**config.mk**
```make
export PLATFORM = sky130hd
export DESIGN_NAME = radial_speed_hysteresis_trigger
export DESIGN_NICKNAME = d
export VERILOG_FILES = /design/src/hdl/rsht_pkg.sv /design/src/hdl/radial_speed_hysteresis_trigger.sv
export SDC_FILE = /design/constraint.sdc
export NUM_CORES = 2
export LEC_CHECK = 0
export ABC_AREA = 1
export BUFFER_PORTS_ARGS = -buffer_cell sky130_fd_sc_hd__buf_2
export CAP_MARGIN = 20
export CORE_MARGIN = 2
export CORE_UTILIZATION = 35
export DETAILED_ROUTE_END_ITERATION = 10
export PLACE_DENSITY = 0.52
export SYNTH_ARGS = -nofsm -noshare
export SYNTH_HDL_FRONTEND = slang
export SYNTH_SLANG_ARGS = --single-unit
```
**constraint.sdc**
```tcl
create_clock -name clk_i -period 24.2 [get_ports clk_i]
set_clock_uncertainty 0.1 [all_clocks]
set_input_delay 2.42 -clock clk_i [delete_from_list [all_inputs] [get_ports clk_i]]
set_output_delay 2.42 -clock clk_i [all_outputs]
set_load 0.02 [all_outputs]
```
**src/hdl/rsht_pkg.sv**
```systemverilog
package rsht_pkg;

  // Field widths
  localparam int unsigned CountW  = 32;
  localparam int unsigned VelW    = 18;
  localparam int unsigned PosW    = 16;
  localparam int unsigned OffW    = PosW + 1;
  localparam int unsigned SpeedW  = 18;
  localparam int unsigned DivW    = 16;
  localparam int unsigned ThrW    = 17;
  localparam int unsigned CfgW    = 17;
  localparam int unsigned CfgIdxW = 2;
  localparam int unsigned EventW  = 2;

  // Internal datapath widths
  localparam int unsigned ProdW = VelW + OffW;   // one signed product
  localparam int unsigned SqW   = 34;            // sum of three squares
  localparam int unsigned DotW  = 36;            // signed dot product
  localparam int unsigned NumW  = 35;            // dividend / radicand shifter
  localparam int unsigned RootW = 17;            // square root result
  localparam int unsigned RemW  = 20;            // partial remainder
  localparam int unsigned CntW  = 6;

  // Register indexes
  localparam logic [CfgIdxW-1:0] REG_CLOCK_DIVISOR   = 2'd0;
  localparam logic [CfgIdxW-1:0] REG_START_THRESHOLD = 2'd1;
  localparam logic [CfgIdxW-1:0] REG_STOP_THRESHOLD  = 2'd2;

  // Register reset values
  localparam logic [DivW-1:0] DIVISOR_RESET   = 16'd1;
  localparam logic [ThrW-1:0] START_THR_RESET = 17'd1000;
  localparam logic [ThrW-1:0] STOP_THR_RESET  = 17'd110;

  // Event codes
  localparam logic [EventW-1:0] EV_NONE    = 2'd0;
  localparam logic [EventW-1:0] EV_RESTART = 2'd1;
  localparam logic [EventW-1:0] EV_STOP    = 2'd2;

  // Speed limits
  localparam logic [SpeedW-1:0] SPEED_MAX = 18'h1FFFF;
  localparam logic [SpeedW-1:0] SPEED_MIN = 18'h20000;

  // Iteration counts of each phase (last count value)
  localparam logic [CntW-1:0] MOD_LAST  = 6'd31;
  localparam logic [CntW-1:0] MUL_LAST  = 6'd6;
  localparam logic [CntW-1:0] SQRT_LAST = 6'd16;
  localparam logic [CntW-1:0] DIV_LAST  = 6'd34;

  typedef enum logic [5:0] {
    ST_IDLE = 6'b000001,
    ST_MOD  = 6'b000010,
    ST_MUL  = 6'b000100,
    ST_SQRT = 6'b001000,
    ST_DIV  = 6'b010000,
    ST_DONE = 6'b100000
  } state_e;

endpackage

```
**src/hdl/radial_speed_hysteresis_trigger.sv**
```systemverilog
// Radial speed hysteresis trigger.
// Input channel (in_valid_i / in_ready_o) carries one tick: clock count, velocity,
// point position and anchor position. Output channel (out_valid_o / out_ready_i)
// returns one result per tick: sampled flag, event code, playing flag, radial speed.
// Configuration is a plain write port (cfg_we_i, cfg_idx_i, cfg_data_i): index 0 clock
// divisor, 1 start threshold, 2 stop threshold; other indexes are ignored.
// One tick at a time is processed by a sequencer around a single compare-subtract
// unit and a single 18x17 multiplier:
//   divisor test (one remainder bit a cycle),
//   three squares and three products (multiplier plus accumulator),
//   square root (one root bit a cycle), divide (one quotient
//   bit a cycle), then the output register is loaded once it is free.
// A tick that fails the divisor test skips straight to the result and a
// zero-distance tick skips the divide; the next tick is accepted in the cycle
// after the result is loaded.
// While the receiver stalls, the result is held in the output register; a following
// tick may still be accepted and processed, and it waits for the output register.
// Reset clears the playing flag, empties the output register and restores the
// register defaults (divisor 1, start 1000, stop 110).
module radial_speed_hysteresis_trigger (
  input  logic                              clk_i,
  input  logic                              rst_ni,
  // configuration
  input  logic                              cfg_we_i,
  input  logic [rsht_pkg::CfgIdxW-1:0]      cfg_idx_i,
  input  logic [rsht_pkg::CfgW-1:0]         cfg_data_i,
  // input transaction
  input  logic                              in_valid_i,
  output logic                              in_ready_o,
  input  logic [rsht_pkg::CountW-1:0]       clock_count_i,
  input  logic signed [rsht_pkg::VelW-1:0]  vel_x_i,
  input  logic signed [rsht_pkg::VelW-1:0]  vel_y_i,
  input  logic signed [rsht_pkg::VelW-1:0]  vel_z_i,
  input  logic signed [rsht_pkg::PosW-1:0]  pos_x_i,
  input  logic signed [rsht_pkg::PosW-1:0]  pos_y_i,
  input  logic signed [rsht_pkg::PosW-1:0]  pos_z_i,
  input  logic signed [rsht_pkg::PosW-1:0]  anchor_x_i,
  input  logic signed [rsht_pkg::PosW-1:0]  anchor_y_i,
  input  logic signed [rsht_pkg::PosW-1:0]  anchor_z_i,
  // output transaction
  output logic                              out_valid_o,
  input  logic                              out_ready_i,
  output logic                              sampled_o,
  output logic [rsht_pkg::EventW-1:0]       event_res_o,
  output logic                              playing_now_o,
  output logic signed [rsht_pkg::SpeedW-1:0] radial_speed_o
);
  import rsht_pkg::*;

  // Configuration registers
  logic [DivW-1:0] divisor_q;
  logic [ThrW-1:0] start_thr_q;
  logic [ThrW-1:0] stop_thr_q;

  // Sequencer
  state_e          state_q, state_d;
  logic [CntW-1:0] cnt_q, cnt_d;

  // Tick operands
  logic signed [VelW-1:0] vx_q, vy_q, vz_q;
  logic signed [OffW-1:0] dx_q, dy_q, dz_q;

  // Arithmetic state
  logic signed [ProdW-1:0] prod_q, prod_d;
  logic [SqW-1:0]          sq_q, sq_d;
  logic signed [DotW-1:0]  dot_q, dot_d;
  logic [NumW-1:0]         num_q, num_d;
  logic [RemW-1:0]         rem_q, rem_d;
  logic [RootW-1:0]        root_q, root_d;
  logic                    neg_q, neg_d;
  logic                    smp_q, smp_d;
  logic                    zd_q, zd_d;

  // Kept flag and output register
  logic                    playing_q, playing_d;
  logic                    out_valid_q, out_valid_d;
  logic                    out_smp_q, out_smp_d;
  logic [EventW-1:0]       out_ev_q, out_ev_d;
  logic                    out_play_q, out_play_d;
  logic [SpeedW-1:0]       out_speed_q, out_speed_d;

  logic                    in_fire;
  logic                    out_free;

  // Shared compare-subtract unit
  logic [RemW-1:0]         cs_t, cs_op;
  logic [RemW:0]           cs_diff;
  logic                    cs_ge;

  // Shared multiplier operands
  logic signed [VelW-1:0]  mul_a;
  logic signed [OffW-1:0]  mul_b;
  logic signed [DotW-1:0]  acc_in, acc_sum;

  // Result evaluation
  logic [DivW-1:0]         div_eff;
  logic [SpeedW-1:0]       speed_res;
  logic                    start_hit, stop_hit, rem_nz;
  logic [DotW-1:0]         dot_mag;

  assign in_ready_o = (state_q == ST_IDLE);
  assign in_fire    = in_valid_i && in_ready_o;
  assign out_free   = !out_valid_q || out_ready_i;
  assign div_eff    = (divisor_q == '0) ? DivW'(1) : divisor_q;

  // Write configuration registers
  always_ff @(posedge clk_i or negedge rst_ni) begin
    if (!rst_ni) begin
      divisor_q   <= DIVISOR_RESET;
      start_thr_q <= START_THR_RESET;
      stop_thr_q  <= STOP_THR_RESET;
    end else if (cfg_we_i) begin
      case (cfg_idx_i)
        REG_CLOCK_DIVISOR:   divisor_q   <= cfg_data_i[DivW-1:0];
        REG_START_THRESHOLD: start_thr_q <= cfg_data_i[ThrW-1:0];
        REG_STOP_THRESHOLD:  stop_thr_q  <= cfg_data_i[ThrW-1:0];
        default: ;
      endcase
    end
  end

  // Select compare-subtract operands by phase
  always_comb begin
    unique case (state_q)
      ST_SQRT: begin
        cs_t  = {rem_q[RemW-3:0], num_q[NumW-1 -: 2]};
        cs_op = {1'b0, root_q, 2'b01};
      end
      ST_DIV: begin
        cs_t  = {rem_q[RemW-2:0], num_q[NumW-1]};
        cs_op = RemW'(root_q);
      end
      ST_MOD: begin
        cs_t  = {rem_q[RemW-2:0], num_q[NumW-1]};
        cs_op = RemW'(div_eff);
      end
      default: begin
        cs_t  = '0;
        cs_op = '0;
      end
    endcase
    cs_diff = {1'b0, cs_t} - {1'b0, cs_op};
    cs_ge   = !cs_diff[RemW];
  end

  // Select multiplier operands: three squares, then three velocity products
  always_comb begin
    unique case (cnt_q[2:0])
      3'd0:    begin mul_a = VelW'(dx_q); mul_b = dx_q; end
      3'd1:    begin mul_a = VelW'(dy_q); mul_b = dy_q; end
      3'd2:    begin mul_a = VelW'(dz_q); mul_b = dz_q; end
      3'd3:    begin mul_a = vx_q;        mul_b = dx_q; end
      3'd4:    begin mul_a = vy_q;        mul_b = dy_q; end
      3'd5:    begin mul_a = vz_q;        mul_b = dz_q; end
      default: begin mul_a = '0;          mul_b = '0;   end
    endcase
    acc_in  = (cnt_q <= CntW'(3)) ? $signed({{(DotW-SqW){1'b0}}, sq_q}) : dot_q;
    acc_sum = acc_in + DotW'(prod_q);
  end

  // Evaluate speed and trigger from quotient, remainder and sign
  always_comb begin
    rem_nz  = (rem_q != '0);
    dot_mag = dot_q[DotW-1] ? DotW'(-dot_q) : DotW'(dot_q);
    if (neg_q) begin
      speed_res = (num_q > NumW'(131072)) ? SPEED_MIN : SpeedW'(~num_q[SpeedW-1:0] + 1'b1);
    end else begin
      speed_res = (num_q > NumW'(131071)) ? SPEED_MAX : num_q[SpeedW-1:0];
    end
    start_hit = !neg_q && ((num_q > NumW'(start_thr_q)) ||
                           ((num_q == NumW'(start_thr_q)) && rem_nz));
    stop_hit  = neg_q || (num_q < NumW'(stop_thr_q));
  end

  // Sequence the phases
  always_comb begin
    state_d     = state_q;
    cnt_d       = cnt_q;
    prod_d      = prod_q;
    sq_d        = sq_q;
    dot_d       = dot_q;
    num_d       = num_q;
    rem_d       = rem_q;
    root_d      = root_q;
    neg_d       = neg_q;
    smp_d       = smp_q;
    zd_d        = zd_q;
    playing_d   = playing_q;
    out_valid_d = out_valid_q && !out_ready_i;
    out_smp_d   = out_smp_q;
    out_ev_d    = out_ev_q;
    out_play_d  = out_play_q;
    out_speed_d = out_speed_q;

    unique case (state_q)
      ST_IDLE: begin
        if (in_fire) begin
          state_d = ST_MOD;
          cnt_d   = '0;
          num_d   = {clock_count_i, {(NumW-CountW){1'b0}}};
          rem_d   = '0;
          sq_d    = '0;
          dot_d   = '0;
        end
      end
      ST_MOD: begin
        // one remainder bit of clock_count mod divisor
        if (cs_ge) begin
          rem_d = cs_diff[RemW-1:0];
        end else begin
          rem_d = cs_t;
        end
        num_d = {num_q[NumW-2:0], 1'b0};
        cnt_d = cnt_q + 1'b1;
        if (cnt_q == MOD_LAST) begin
          cnt_d = '0;
          zd_d  = 1'b0;
          if (rem_d != '0) begin
            smp_d   = 1'b0;
            state_d = ST_DONE;
          end else begin
            smp_d   = 1'b1;
            state_d = ST_MUL;
          end
        end
      end
      ST_MUL: begin
        // issue one product, accumulate the previous one
        prod_d = mul_a * mul_b;
        if (cnt_q != '0) begin
          if (cnt_q <= CntW'(3)) begin
            sq_d = acc_sum[SqW-1:0];
          end else begin
            dot_d = acc_sum;
          end
        end
        cnt_d = cnt_q + 1'b1;
        if (cnt_q == MUL_LAST) begin
          cnt_d   = '0;
          num_d   = {sq_q, {(NumW-SqW){1'b0}}};
          rem_d   = '0;
          root_d  = '0;
          state_d = ST_SQRT;
        end
      end
      ST_SQRT: begin
        // one root bit a step
        if (cs_ge) begin
          rem_d  = cs_diff[RemW-1:0];
          root_d = {root_q[RootW-2:0], 1'b1};
        end else begin
          rem_d  = cs_t;
          root_d = {root_q[RootW-2:0], 1'b0};
        end
        num_d = {num_q[NumW-3:0], 2'b00};
        cnt_d = cnt_q + 1'b1;
        if (cnt_q == SQRT_LAST) begin
          cnt_d = '0;
          if (root_d == '0) begin
            zd_d    = 1'b1;
            state_d = ST_DONE;
          end else begin
            num_d   = dot_mag[NumW-1:0];
            neg_d   = dot_q[DotW-1];
            rem_d   = '0;
            state_d = ST_DIV;
          end
        end
      end
      ST_DIV: begin
        // one quotient bit a step; quotient shifts into the dividend register
        if (cs_ge) begin
          rem_d = cs_diff[RemW-1:0];
        end else begin
          rem_d = cs_t;
        end
        num_d = {num_q[NumW-2:0], cs_ge};
        cnt_d = cnt_q + 1'b1;
        if (cnt_q == DIV_LAST) begin
          cnt_d   = '0;
          state_d = ST_DONE;
        end
      end
      ST_DONE: begin
        // load the output register once it is free
        if (out_free) begin
          out_valid_d = 1'b1;
          out_smp_d   = smp_q;
          out_ev_d    = EV_NONE;
          out_speed_d = '0;
          if (smp_q && !zd_q) begin
            out_speed_d = speed_res;
            if (!playing_q && start_hit) begin
              out_ev_d  = EV_RESTART;
              playing_d = 1'b1;
            end else if (playing_q && stop_hit) begin
              out_ev_d  = EV_STOP;
              playing_d = 1'b0;
            end
          end
          out_play_d = playing_d;
          state_d    = ST_IDLE;
        end
      end
      default: state_d = ST_IDLE;
    endcase
  end

  // Control registers
  always_ff @(posedge clk_i or negedge rst_ni) begin
    if (!rst_ni) begin
      state_q     <= ST_IDLE;
      cnt_q       <= '0;
      playing_q   <= 1'b0;
      out_valid_q <= 1'b0;
    end else begin
      state_q     <= state_d;
      cnt_q       <= cnt_d;
      playing_q   <= playing_d;
      out_valid_q <= out_valid_d;
    end
  end

  // Payload registers
  always_ff @(posedge clk_i) begin
    if (in_fire) begin
      vx_q <= vel_x_i;
      vy_q <= vel_y_i;
      vz_q <= vel_z_i;
      dx_q <= OffW'(pos_x_i) - OffW'(anchor_x_i);
      dy_q <= OffW'(pos_y_i) - OffW'(anchor_y_i);
      dz_q <= OffW'(pos_z_i) - OffW'(anchor_z_i);
    end
    prod_d_reg: begin
      prod_q <= prod_d;
    end
    sq_q        <= sq_d;
    dot_q       <= dot_d;
    num_q       <= num_d;
    rem_q       <= rem_d;
    root_q      <= root_d;
    neg_q       <= neg_d;
    smp_q       <= smp_d;
    zd_q        <= zd_d;
    out_smp_q   <= out_smp_d;
    out_ev_q    <= out_ev_d;
    out_play_q  <= out_play_d;
    out_speed_q <= out_speed_d;
  end

  assign out_valid_o    = out_valid_q;
  assign sampled_o      = out_smp_q;
  assign event_res_o    = out_ev_q;
  assign playing_now_o  = out_play_q;
  assign radial_speed_o = out_speed_q;

`ifndef SYNTHESIS
  // A restart leaves the block playing
  a_restart_plays: assert property (@(posedge clk_i) disable iff (!rst_ni)
    (out_valid_o && (event_res_o == EV_RESTART)) |-> playing_now_o)
    else $error("restart event without playing flag");

  // A stop leaves the block not playing
  a_stop_quiet: assert property (@(posedge clk_i) disable iff (!rst_ni)
    (out_valid_o && (event_res_o == EV_STOP)) |-> !playing_now_o)
    else $error("stop event with playing flag set");

  // An unsampled tick carries no event and no speed
  a_unsampled_clean: assert property (@(posedge clk_i) disable iff (!rst_ni)
    (out_valid_o && !sampled_o) |-> ((event_res_o == EV_NONE) && (radial_speed_o == '0)))
    else $error("unsampled tick with event or speed");

  // The block is busy in the cycle after it accepts a tick
  a_busy_after_accept: assert property (@(posedge clk_i) disable iff (!rst_ni)
    (in_valid_i && in_ready_o) |=> !in_ready_o)
    else $error("ready right after acceptance");
`endif

endmodule
```
### Word-level counts from Yosys, hierarchy flattened

Index checks and enable logic that the tools add are counted.

| storage, ports and cells | value |
|---|---|
| input port bits | 206 |
| RAM bits | 0 |
| bits in latches | 0 |
| output and inout port bits | 24 |
| bits in read-only memories | 0 |
| memories | 0 |
| register bits | 371 |

| cells by class | value |
|---|---|
| shift-type cells | 0 |
| bitwise operators | 3 |
| add/subtract/negate cells | 8 |
| reductions and logical operators | 45 |
| multipliers | 1 |
| $lt $le $gt $ge | 5 |
| equality and inequality tests | 28 |
| multiplexer cells | 61 |
| divide/modulo/power cells | 0 |

Operators by type and width:

| kind | count |
|---|---|
| $mux W35 | 5 |
| $pmux W35 S5 | 1 |
| $mux W36 | 4 |
| $mux W20 | 6 |
| $pmux W18 S6 | 1 |
| $mux W34 | 3 |
| $pmux W20 S5 | 1 |
| $mux W6 | 13 |
| $pmux W36 S2 | 1 |
| $pmux W34 S2 | 1 |
| $pmux W19 S3 | 1 |
| $mux W18 | 3 |
| $pmux W17 S3 | 1 |
| $sub A16 B16 Y17 | 3 |
| $pmux W20 S2 | 1 |
| $reduce_bool A20 Y1 | 2 |
| $add A36 B35 Y36 | 1 |
| $pmux W6 S6 | 1 |
| $eq A35 B17 Y1 | 1 |
| $gt A35 B17 Y1 | 1 |
| $gt A35 B17 Y1 const B | 1 |
| $gt A35 B18 Y1 const B | 1 |
| $lt A35 B17 Y1 | 1 |
| $mul A18 B17 Y35 | 1 |
| other kinds (42) | 96 |

### Longest topological paths before layout

| depth | value |
|---|---|
| word-level depth | 10 |
| depth in mapped cells | 37 |
| depth with buffers taken out | 35 |

### Worst setup path before layout

OpenSTA, ideal clock, no wires.

| timing path | value |
|---|---|
| kind | in2reg |
| from | input port in_valid_i |
| to | register dot_q[0] (enable) |
| arrival | 9.005 ns |
| setup slack | 14.654 ns |
| cell stages on the path | 4 |
| buffers on the path | 0 |
| setup time | 0.441 ns |
| path through | inv_1 -> nor2_1 -> nor2_1 -> a21oi_1 |

| on the way | value |
|---|---|
| longest elaborated chain between the ends | 3 |

RTL lines:

| item | line | source |
|---|---|---|
| start, declared | radial_speed_hysteresis_trigger.sv:28 | `input logic in_valid_i,` |
| $logic_and A1 B1 Y1 | radial_speed_hysteresis_trigger.sv:102 | `assign in_fire = in_valid_i && in_ready_o;` |
| via in_fire | radial_speed_hysteresis_trigger.sv:82 | `logic in_fire;` |
| $ne A2 B1 Y1 (no source line) | -- |  |
| $reduce_and A4 Y1 (no source line) | -- |  |
| end signal, assigned | radial_speed_hysteresis_trigger.sv:338 | `dot_q <= dot_d;` |
| end, declared | radial_speed_hysteresis_trigger.sv:66 | `logic signed [DotW-1:0] dot_q, dot_d;` |

The timed path passes the listed nets, and every way through them passes these cells.
A chain may end at the register's enable or synchronous reset.

### Final worst setup path

| timing path | value |
|---|---|
| from | register cnt_q[0] |
| to | register prod_q[32] (data pin) |

| on the way | value |
|---|---|
| longest elaborated chain between the ends | 4 |
| elaborated cells between the ends (all ways) | 12 |
| classes of those cells | mul: 1; eq/ne: 5; mux: 2; reduce/logical: 4 |

RTL lines:

| item | line | source |
|---|---|---|
| start, declared | radial_speed_hysteresis_trigger.sv:57 | `logic [CntW-1:0] cnt_q, cnt_d;` |
| start signal, assigned | radial_speed_hysteresis_trigger.sv:318 | `cnt_q <= cnt_d;` |
| $eq A3 B3 Y1 (tied with other cells) | radial_speed_hysteresis_trigger.sv:148 | `unique case (cnt_q[2:0])` |
| $reduce_or A2 Y1 (no source line) | -- |  |
| $pmux W17 S3 | radial_speed_hysteresis_trigger.sv:148 |  |
| $mul A18 B17 Y35 * | radial_speed_hysteresis_trigger.sv:229 | `prod_d = mul_a * mul_b;` |
| end signal, assigned | radial_speed_hysteresis_trigger.sv:335 | `prod_q <= prod_d;` |
| end, declared | radial_speed_hysteresis_trigger.sv:64 | `logic signed [ProdW-1:0] prod_q, prod_d;` |

Mark *: on every way between the ends. The rest lies on a longest branch, timed or not.

==> run metrics <==
outcome completed; Max-Cap Viols 0; mux contribution to synthesized area 0%; CTS tree done; die height about 320 um; Layout area overhead 11.9%; Crit Path Category reg2reg; number of port buffers 229; final-layout fill cell count 10,200; Post-Synth Simple-Gate Area 17.7%; CTS root buf clkbuf_16; Synth Area in XOR/XNOR between 3 and 4%; remaining antenna violation count after routing 0; # IOs 230; slowest cell on the critical path fa_1; Tmin final 8.84 ns; Hold Buf Count CTS 0; mean post-synth cell area roughly 8.5 um2; Syn Inst Count between 4,000 and 5,000; post-synthesis compound-gate area fraction between 10% and 20%; Core ar. between 90,000 and 100,000 um2; Avg Vias per Cell approximately 5; number of synthesized flops with an enable pin 307; DP HPWL ~87 mm; max_slew headroom 21.3%; Post-Route Setup TNS 0 ns; RSZ-0062 raised after global routing false; FF+latch area about 11,000 um2; Crit path required time 24.45 ns; Setup violations, final 0; largest family of logic cells by synthesized area adder cells; routed vias about 29,000; Area after DPL 37,400 um2; Crit. End Element flop; wire per inst approximately 19 um; setup bufs post-CTS 0; RePlAce Congestion 0.934; gr usage total 21.4%; clk slew on worst S/H paths around 0.06 ns; Yosys top cell by area edfxtp_1; max-slew violations 0; TritonRoute pass-1 iters 6; fmax ~110 MHz; TritonCTS Buffers 47; global-route wire length before repair around 170 mm; post-route cell area between 30,000 and 40,000 um2; Skew-Pair Late Insertion Delay ~0.63 ns; final hold vios 0; Hold Crit Class reg2reg; Cells after DPL around 5,600; # nets final slightly above 5,000; CTS max path bufs 3; diode count 0; synth warn 0; Seq/Total Area, Yosys a little under a third; synth unique cells between 60 and 70; largest cells by area after synthesis edfxtp_1 26%, fa_1 18%, ha_1 8.3%, inv_1 8.2%, nand2_1 8.0%; CP max FO 19; initial antenna violation count 0; Initial Util a little over a third; Primary FF master, synth edfxtp_1; CP bufs+invs 4; family with the most delay on the worst path adder cells; Startpoint Class flop; Crit path largest cell delay approximately 0.94 ns; syn_nets about 5,000; multi-input logic area a little over 20,000 um2; slew of the pin with the lowest slew margin approximately 1.2 ns; Residual DRC 0; non-filler instance count after layout 5,645; asr flop ratio synth between 15 and 20%; grt ovf 0; die area a little over 100,000 um2; vias in the first global route just under 30,000; number of DRC markers in iteration 0 approximately 2,400; number of rows in the core area about 120; largest net degree at the start of global routing 76; Core Util, Final between 30% and 40%; die outline width 319 um; layout cells sized above 1 a little under a tenth; adder-cell share of the synthesized area about a quarter; Seq cells post-synth 371; most frequent CP cell fa_1; fin crit share ~37%; area share of the largest cell type after synthesis between 20% and 30%; CP arrival ~9.1 ns; final wirelength around 110 mm; PostCTS Resize Cnt 0; Post-Syn Area approximately 35,000 um2; clock sinks ~370; H-Tree Depth 2
## kinds of logic (layout without fill, tap and decap cells)
logic type,after synthesis,in the layout
compound gates,713,713
fa+ha+maj,546,546
xor+xnor,123,123
buf+inv,885,1130
simple gates,1475,1475
flops,371,371
## worst paths after layout
check	from	end	slack (ns)	cells past startpoint
min in group asynchronous	rst_ni	divisor_q[13]	1.85	2
max in group asynchronous	rst_ni	cnt_q[0]	21.47	2
worst min-delay path	stop_thr_q[0]	stop_thr_q[0]	0.38	2
worst min register to register	stop_thr_q[0]	stop_thr_q[0]	0.38	2
worst max register to register	cnt_q[0]	prod_q[32]	15.36	26
worst max-delay path	cnt_q[0]	prod_q[32]	15.36	26
## state kept, by name, indices dropped and copies added, names as in the netlist, 18 cells and up
| register | count |
|---|---|
| vz_q | 18 |
| vx_q | 18 |
| rem_q | 20 |
| dot_q | 36 |
| prod_q | 35 |
| sq_q | 34 |
| vy_q | 18 |
| num_q | 35 |
| radial_speed_o | 18 |
## metrics by stage
| stage | hold slack (ns) | setup WS, ns |
|---|---|---|
| finish | 0.383 | 15.36 |
| global route | 0.409 | 14.84 |
| CTS | 0.391 | 15.37 |
| detailed placement | 0.376 | 15.40 |
| global placement | 0.370 | 15.55 |
| floorplan | 0.326 | 14.65 |
## cells in the final DEF (no fill, tap or decap), drive strengths merged, types with 48 or more instances in the layout
| cell | n |
|---|---|
| inv | 782 |
| nand2 | 752 |
| nor2 | 465 |
| fa | 316 |
| edfxtp | 307 |
| buf | 263 |
| a21oi | 260 |
| o21ai | 260 |
| ha | 230 |
| nand3 | 126 |
| xor2 | 85 |
| clkbuf | 57 |
| dfrtp | 51 |
| a221oi | 49 |
| nand4 | 48 |
## cell usage after synthesis (all sizes together), types with 3 or more instances
master   instances
o211ai          13
a31oi           24
clkbuf          77
a21boi           8
dfrtp           51
a21oi          260
o21a            10
o2111ai         11
edfxtp         307
o221ai          11
o21ai          260
nor4            28
a21o            10
clkinv           3
nand3          126
dfstp           13
nand2          752
fa             316
a22o             5
o31ai           10
a211oi           6
a22oi           16
nand4           48
buf             28
nor3            35
o22ai            5
nand3b          10
or2              9
xor2            85
nor2           465
ha             230
o21bai           8
xnor2           38
inv            777
a221oi          49
## layout make-up
class / instances / area share, %
sequential: 371 / 27.8
clock buffer: 57 / 3.22
tap: 1287 / 4.13
inverter: 780 / 7.53
timing repair buffer: 263 / 3.60
clock inverter: 30 / 0.742
multi-input combinational: 2857 / 53.0
## worst register-to-register path: cells and delay by family (launching register included)
kind,cells,cell delay (ns)
fa+ha+maj,9,4.47
simple gates,10,2.55
buf+inv,4,0.73
flops,1,0.41
compound gates,2,0.20
xor+xnor,1,0.15
## layer usage
layer  vias up  GRT usage [%]  part of all wire [%]  wire, um
met2       860           37.1                    48     52400
met3       166           2.50                   5.0      5370
met1     13900           27.7                    44     47200
met5         -              0                     0         0
met4         0           6.78                   3.1      3350
li1      13800              -                     -         -
Power is not shown: default switching activity piles up to over one toggle a cycle in this logic, so the estimate is an artifact.
